--- config.mk ---
export PLATFORM = sky130hd
export DESIGN_NAME = ctm_stats
export DESIGN_NICKNAME = d
export VERILOG_FILES = /design/src/design/ctm_pkg.sv /design/src/design/ctm_stats.sv
export SDC_FILE = /design/constraint.sdc
export NUM_CORES = 1
export LEC_CHECK = 0
export ABC_AREA = 1
export BUFFER_PORTS_ARGS = -buffer_cell sky130_fd_sc_hd__buf_2
export CORE_ASPECT_RATIO = 1.1
export CORE_MARGIN = 1.5
export CORE_UTILIZATION = 48
export CTS_CLUSTER_DIAMETER = 50
export DETAILED_ROUTE_END_ITERATION = 16
export GPL_TIMING_DRIVEN = 0
export PLACE_DENSITY_LB_ADDON = 0.3
export SKIP_LAST_GASP = 1
export SLEW_MARGIN = 40
export SYNTH_ARGS = -nofsm -noshare
export SYNTH_HDL_FRONTEND = slang
export SYNTH_SLANG_ARGS = --single-unit
--- constraint.sdc ---
create_clock -name clk -period 11.8 [get_ports clk]
set_input_delay 2.36 -clock clk [delete_from_list [all_inputs] [get_ports clk]]
set_output_delay 2.36 -clock clk [all_outputs]
set_load 0.005 [all_outputs]
--- src/design/ctm_pkg.sv ---
`default_nettype none

package ctm_pkg;

  localparam int SIDE_DEF      = 32;
  localparam int MAX_SLOTS_DEF = 4096;

  localparam int SIZE_W      = 6;
  localparam int POS_W       = 5;
  localparam int OP_W        = 3;
  localparam int KIND_W      = 3;
  localparam int HANDLE_W    = 32;
  localparam int COUNT_W     = 16;
  localparam int SLOT_OUT_W  = 12;
  localparam int SLOTS_OUT_W = 13;
  localparam int STATUS_W    = 2;
  localparam int CFG_IDX_W   = 2;

  localparam logic [SIZE_W-1:0] SIZE_RST = 6'd32;

  localparam int IN_X_LSB      = 0;
  localparam int IN_Y_LSB      = IN_X_LSB + POS_W;
  localparam int IN_Z_LSB      = IN_Y_LSB + POS_W;
  localparam int IN_HANDLE_LSB = IN_Z_LSB + POS_W;
  localparam int IN_KIND_LSB   = IN_HANDLE_LSB + HANDLE_W;
  localparam int IN_USED_W     = IN_KIND_LSB + KIND_W;
  localparam int IN_TDATA_W    = ((IN_USED_W + 7) / 8) * 8;

  localparam int OUT_USED_W  = KIND_W + SLOT_OUT_W + HANDLE_W + 4 * COUNT_W + 2 * SLOTS_OUT_W;
  localparam int OUT_TDATA_W = ((OUT_USED_W + 7) / 8) * 8;
  localparam int OUT_PAD_W   = OUT_TDATA_W - OUT_USED_W;

  typedef enum logic [KIND_W-1:0] {
    KIND_UNDEF    = 3'd0,
    KIND_SOLID    = 3'd1,
    KIND_FLUID    = 3'd2,
    KIND_IFACE_CF = 3'd3,
    KIND_IFACE_FC = 3'd4,
    KIND_BC       = 3'd5
  } kind_t;

  typedef enum logic [OP_W-1:0] {
    OP_SET_BC   = 3'd0,
    OP_SOLID    = 3'd1,
    OP_FLUID    = 3'd2,
    OP_UNDEF    = 3'd3,
    OP_SET_KIND = 3'd4,
    OP_READ     = 3'd5
  } op_t;

  typedef enum logic [STATUS_W-1:0] {
    STATUS_DONE  = 2'd0,
    STATUS_SAME  = 2'd1,
    STATUS_RANGE = 2'd2,
    STATUS_FULL  = 2'd3
  } status_t;

  typedef enum logic [CFG_IDX_W-1:0] {
    CFG_SIZE_X = 2'd0,
    CFG_SIZE_Y = 2'd1,
    CFG_SIZE_Z = 2'd2
  } cfg_idx_t;

  typedef enum logic [1:0] {
    ST_CLEAR  = 2'd0,
    ST_IDLE   = 2'd1,
    ST_LOOK   = 2'd2,
    ST_HANDLE = 2'd3
  } state_t;

  typedef struct packed {
    logic  en;
    kind_t old_kind;
    kind_t new_kind;
  } cnt_upd_t;

endpackage

`default_nettype wire

--- src/design/ctm_stats.sv ---
`default_nettype none

module ctm_stats #(
  parameter int SIDE = ctm_pkg::SIDE_DEF
) (
  input  logic                         clk,
  input  logic                         rst_n,
  input  logic [ctm_pkg::SIZE_W-1:0]   size_x,
  input  logic [ctm_pkg::SIZE_W-1:0]   size_y,
  input  logic [ctm_pkg::SIZE_W-1:0]   size_z,
  input  ctm_pkg::cnt_upd_t            upd,
  output logic [ctm_pkg::COUNT_W-1:0]  solid_count,
  output logic [ctm_pkg::COUNT_W-1:0]  fluid_count,
  output logic [ctm_pkg::COUNT_W-1:0]  bc_count,
  output logic [ctm_pkg::COUNT_W-1:0]  undefined_count
);
  import ctm_pkg::*;

  localparam int CNT_W = $clog2(SIDE * SIDE * SIDE + 1);
  localparam int VOL_W = 3 * SIZE_W;
  localparam int UW    = (VOL_W > CNT_W) ? VOL_W : CNT_W;

  logic [2*SIZE_W-1:0] xy_r;
  logic [VOL_W-1:0]    vol_r;
  logic [CNT_W-1:0]    solid_r, solid_nxt;
  logic [CNT_W-1:0]    fluid_r, fluid_nxt;
  logic [CNT_W-1:0]    bc_r, bc_nxt;
  logic [CNT_W-1:0]    used_r, used_nxt;
  logic [UW-1:0]       vol_ext, used_ext, undef;

  always_ff @(posedge clk) begin
    xy_r  <= size_x * size_y;
    vol_r <= xy_r * size_z;
  end

  always_comb begin
    solid_nxt = solid_r + CNT_W'(upd.en && upd.new_kind == KIND_SOLID)
                        - CNT_W'(upd.en && upd.old_kind == KIND_SOLID);
    fluid_nxt = fluid_r + CNT_W'(upd.en && upd.new_kind == KIND_FLUID)
                        - CNT_W'(upd.en && upd.old_kind == KIND_FLUID);
    bc_nxt    = bc_r + CNT_W'(upd.en && upd.new_kind == KIND_BC)
                     - CNT_W'(upd.en && upd.old_kind == KIND_BC);
    used_nxt  = used_r + CNT_W'(upd.en && upd.new_kind != KIND_UNDEF)
                       - CNT_W'(upd.en && upd.old_kind != KIND_UNDEF);
  end

  always_ff @(posedge clk) begin
    if (!rst_n) begin
      solid_r <= '0;
      fluid_r <= '0;
      bc_r    <= '0;
      used_r  <= '0;
    end else begin
      solid_r <= solid_nxt;
      fluid_r <= fluid_nxt;
      bc_r    <= bc_nxt;
      used_r  <= used_nxt;
    end
  end

  always_comb begin
    vol_ext  = UW'(vol_r);
    used_ext = UW'(used_r);
    undef    = (vol_ext > used_ext) ? vol_ext - used_ext : '0;
  end

  assign solid_count     = COUNT_W'(solid_r);
  assign fluid_count     = COUNT_W'(fluid_r);
  assign bc_count        = COUNT_W'(bc_r);
  assign undefined_count = COUNT_W'(undef);

endmodule

`default_nettype wire

* Word-level counts from Yosys, hierarchy flattened
Cells that the tools add are included.
Word-level totals: register bits 94, input bits 27, output and inout port bits 64
Cells by class: add/subtract/negate cells 9, multiply operators 2, magnitude comparators 1, equality and inequality tests 6, mux-type cells 1, reductions and logical operators 10
Operators with widths (count):
- $add 16x1->16 | 4
- $sub 16x1->16 | 4
- $gt 18x16->1 | 1
- $mul 12x6->18 | 1
- $mux 16 | 1
- $sub 16x16->16 | 1
- $mul 6x6->12 | 1
- $logic_and 1x1->1 | 8
- $eq 3x1->1 const B | 2
- $eq 3x2->1 const B | 2
- $eq 3x3->1 const B | 2
- $reduce_bool 3->1 | 2

* Depth between registers and ports, before layout
word-level depth 4, gate-level depth with buffers 18, mapped depth without buffers 18

* Worst setup path before layout
No wires, ideal clock.
path type input port to flip-flop, start point input size_z[5] (netlist bit), end point register vol_r[14], in the netlist vol_ext[14], library setup time 112 ps, arrival time 5345 ps, path slack 6343 ps, stages 15, buffers on the path 1, path through clkbuf_1 -> nand2_1 -> fa_1 -> inv_1 -> fa_1 -> inv_1 -> fa_1 -> inv_1 -> ha_1 -> a21o_1 -> o21bai_1 -> a21oi_1 -> inv_1 -> nand2_1 -> nand2_1
On the way: word-level cells in the longest chain between the ends 1
RTL lines:
- from (decl) | line ctm_stats.sv:10 | input logic [ctm_pkg::SIZE_W-1:0] size_z,
- $mul 12x6->18 | line ctm_stats.sv:33 | vol_r <= xy_r * size_z;
- to (signal assigned) | line ctm_stats.sv:33
- to (decl) | line ctm_stats.sv:24 | logic [VOL_W-1:0] vol_r;
No other way between the ends. A chain may end at the register's enable or synchronous reset.

* Worst setup path after layout
start point input size_z[4] (netlist bit), end point register vol_r[14], in the netlist vol_ext[14]
Same word-level chain as after synthesis.

==> run summary <==
CLOCK TREE
----------------------------------------------------------------------------------------
Number of hold buffers added after CTS                                                 0
Number of buffers between clock root and the deepest sink                              2
# resized after CTS                                                                    0
H-Tree Depth                                                                           3
TritonCTS clock tree                                                                 yes
Clock latency on the worst-skew pair                                             0.35 ns
Root Buffer Master                                                             clkbuf_16
Cts bufs inserted                                                                      9
Worst-path clk slew                                                              0.07 ns
Sink count of the clock tree                                                          94
Number of setup buffers added after CTS                                                0

GLOBAL ROUTING
----------------------------------------------------------------------------------------
Total global routing overflow                                                          0
GRT Overall Usage                                                                 0.2117
First-pass GRT wire length                                                      38.95 mm
Initial antenna violation count                                                        0
Maximum number of pins on one net before global-route repair                          18
Via count of the first global-routing pass                                         8,932

WORST SETUP PATH
----------------------------------------------------------------------------------------
Reg2Reg Capture Point                                                       vol_ext[14]$_DFF_P_
Crit Path Class                                                             input port to register
Worst reg2reg setup slack                                                        8.29 ns
Path depth of the worst reg2reg path                                                  14
Startpoint of the worst-slack reg-to-reg timing path                        xy_r[8]$_DFF_P_
Worst setup EP type                                                             register
Worst endpoint data arrival time                                                 5.85 ns
Maximum fanout along the worst path                                                   10
Critical path startpoint category                                             input port
Required time at the endpoint of the critical path                              12.04 ns

STA
----------------------------------------------------------------------------------------
Tightest Pin Transition                                                        0.7847 ns
Portion of the clock cycle consumed by the worst path in the final layout         0.4753
Max transition margin                                                             0.4769
Max Slew Vio Count                                                                     0
Aggregate negative setup slack                                                      0 ns
Final count of hold timing violations                                                  0
RSZ-0062 raised after global routing                                               false
Setup violation total in the final timing report                                       0
Final critical path time including I/O delays and setup                         5.609 ns
Max Fclk                                                                      0.1783 GHz
Fin Clk Skew                                                                  0.01108 ns

RUN
----------------------------------------------------------------------------------------
Max-capacitance violation count                                                        0

SYNTH
----------------------------------------------------------------------------------------
Mapped Nets                                                                        1,818
Synthesized area                                                             10,400 um^2
Sequential element share of the synthesized area                                  0.1809
Yosys warning total                                                                    0
Most used flip-flop cell after synthesis                                         dfxtp_1
Post-synth EDFFs                                                                       0
Leading area contributor after synthesis                                         dfxtp_1
Synthesized instance count                                                         1,602
Cells taking the most area after synthesis                                  dfxtp_1 (18%), nand2_1 (18%), ha_1 (15%), inv_1 (14%), fa_1 (12%)
Unique masters post-synth                                                             33
Flip-flop and latch count after synthesis                                             94
Mean Syn Cell Area                                                            6.493 um^2
Share of synthesized flip-flops with an asynchronous set or reset                      0
Post-synth top area share                                                         0.1809

ROUTE
----------------------------------------------------------------------------------------
Number of DRC markers in iteration 0                                                 348
Count of TritonRoute iterations in the first routing pass                              4
Number of vias per cell                                                            4.735
DR vias                                                                            9,456
Antenna-violating nets left                                                            0
Wire length reported by the detailed router                                     22.45 mm
DRC errors left                                                                        0
Per-cell routed wire length                                                     11.24 um

FLOORPLAN
----------------------------------------------------------------------------------------
Placeable Area                                                               21,300 um^2
Rows                                                                                  56
Initial cell density of the core                                                  0.4884
Die ar.                                                                      22,560 um^2
Top-Level Pins                                                                        91
Floorplan die height                                                            157.4 um
Die Span X                                                                      143.4 um

PLACED DESIGN
----------------------------------------------------------------------------------------
Port Buf Inserts                                                                      89
Detailed Place HPWL                                                             18.80 mm
Placer congestion estimate                                                        0.8986

HOLD PATH
----------------------------------------------------------------------------------------
Path type of the worst min-delay path                                       register to register
Beginning of the worst hold path                                            xy_r[0]$_DFF_P_
Hold path endpoint                                                          vol_ext[0]$_DFF_P_
Number of cells on the worst hold path                                                 2

OUTCOME
----------------------------------------------------------------------------------------
Status                                                                      finished, final reports clean

FINAL LAYOUT
----------------------------------------------------------------------------------------
Ratio of cells with drive above 1 in the final layout                            0.08202
Number of antenna diodes                                                               0
Area growth from synthesis to layout                                              10.72%
Number of nets in the layout                                                       1,918

## layer usage
| metal | wire length [um] | global-route usage | up-vias |
|---|---|---|---|
| met3 | 747 | 0.02099 | 19 |
| li1 | - | - | 5058 |
| met2 | 11340 | 0.3967 | 128 |
| met4 | 281 | 0.05102 | 0 |
| met5 | 0 | 0 | - |
| met1 | 10080 | 0.2573 | 4251 |
## synthesized netlist by cell type (2+ instances only)
master,number
o21ai_0,26
clkbuf_1,13
a21o_1,6
nand2_2,9
xor2_1,23
and2_1,9
nand3_2,3
o21a_1,2
xnor2_1,6
o21bai_1,7
nand3b_1,7
nor2_1,125
inv_1,378
nand4_1,6
nor2_4,11
nand3_1,74
a21oi_1,96
nor3_2,2
nand2_4,2
dfxtp_1,94
nor3_1,13
inv_2,5
nand2_1,488
fa_1,63
ha_1,126
## sequential cells by signal, indices dropped and copies added (netlist names)
register,cells
bc_count,16
xy_r,12
fluid_count,16
used_r,16
solid_count,16
vol_ext,18
## worst max-delay path, cell delays in order
cell	delay [ns]
buf_2	0.11
clkbuf_1	0.41
nand2_1	0.10
inv_1	0.09
fa_1	0.44
fa_1	0.55
inv_1	0.06
fa_1	0.53
inv_1	0.04
ha_1	0.36
a21oi_1	0.20
nor2_1	0.06
nor2_1	0.08
nand2_1	0.10
a21oi_1	0.18
inv_1	0.06
nand2_1	0.05
nand2_1	0.05
## worst max-delay path by stage
stage	from	to	slack, ns
detailed placement	size_z[4]	vol_ext[14]$_DFF_P_	5.83
global route	size_z[4]	vol_ext[14]$_DFF_P_	5.95
floorplan	size_z[5]	vol_ext[14]$_DFF_P_	6.34
finish	size_z[4]	vol_ext[14]$_DFF_P_	6.19
global placement	size_z[4]	vol_ext[14]$_DFF_P_	5.83
CTS	size_z[4]	vol_ext[14]$_DFF_P_	6.20
## cells by family (layout without fill, tap and decap cells)
kind of cell | Yosys count | count (layout) | share of synthesized area
buf+inv | 397 | 502 | 0.1448
flops | 94 | 94 | 0.1809
fa+ha+maj | 189 | 189 | 0.2728
xor+xnor | 29 | 29 | 0.02442
simple gates | 752 | 752 | 0.3047
compound gates | 141 | 141 | 0.07241
## stage by stage
stage                 util  hold slack [ns]  setup WS, ns  instance area, um^2  instances
floorplan                -           0.4674         6.343                10400       1602
global placement    0.5263           0.5370         5.834                11210       1981
detailed placement  0.5263           0.5409         5.827                11210       1981
CTS                 0.5407           0.5548         6.196                11520       1997
global route        0.5407           0.5771         5.948                11520       1997
finish              0.5407           0.5515         6.191                11520       1997
## layout by cell type, fill, tap and decap left out, types with 2 or more instances in the layout
| cell | instances |
|---|---|
| nor2_1 | 125 |
| clkbuf_1 | 13 |
| clkbuf_16 | 9 |
| nand3_2 | 3 |
| clkinv_4 | 2 |
| o21bai_1 | 7 |
| inv_2 | 5 |
| buf_2 | 89 |
| o21ai_0 | 26 |
| xor2_1 | 23 |
| nor3_2 | 2 |
| o21a_1 | 2 |
| xnor2_1 | 6 |
| inv_6 | 2 |
| a21o_1 | 6 |
| nand3b_1 | 7 |
| fa_1 | 63 |
| inv_1 | 378 |
| and2_1 | 9 |
| nand4_1 | 6 |
| nand2_2 | 9 |
| nand2_4 | 2 |
| nor3_1 | 13 |
| a21oi_1 | 96 |
| nand2_1 | 488 |
| nor2_4 | 11 |
| ha_1 | 126 |
| dfxtp_1 | 94 |
| nand3_1 | 74 |
## final cells by class
cell class	instances	area (um^2)
fill	2227	9783
clock inverter	7	81.33
timing repair buffer	89	445.4
tap	290	362.8
multi-input combinational	1111	7014
inverter	383	1438
clock buffer	9	225.2
buffer	14	68.82
sequential	94	1882
Power is left out: the tool's default activity adds up to more than one toggle a clock period on the data nets, which glitch-free logic cannot reach.
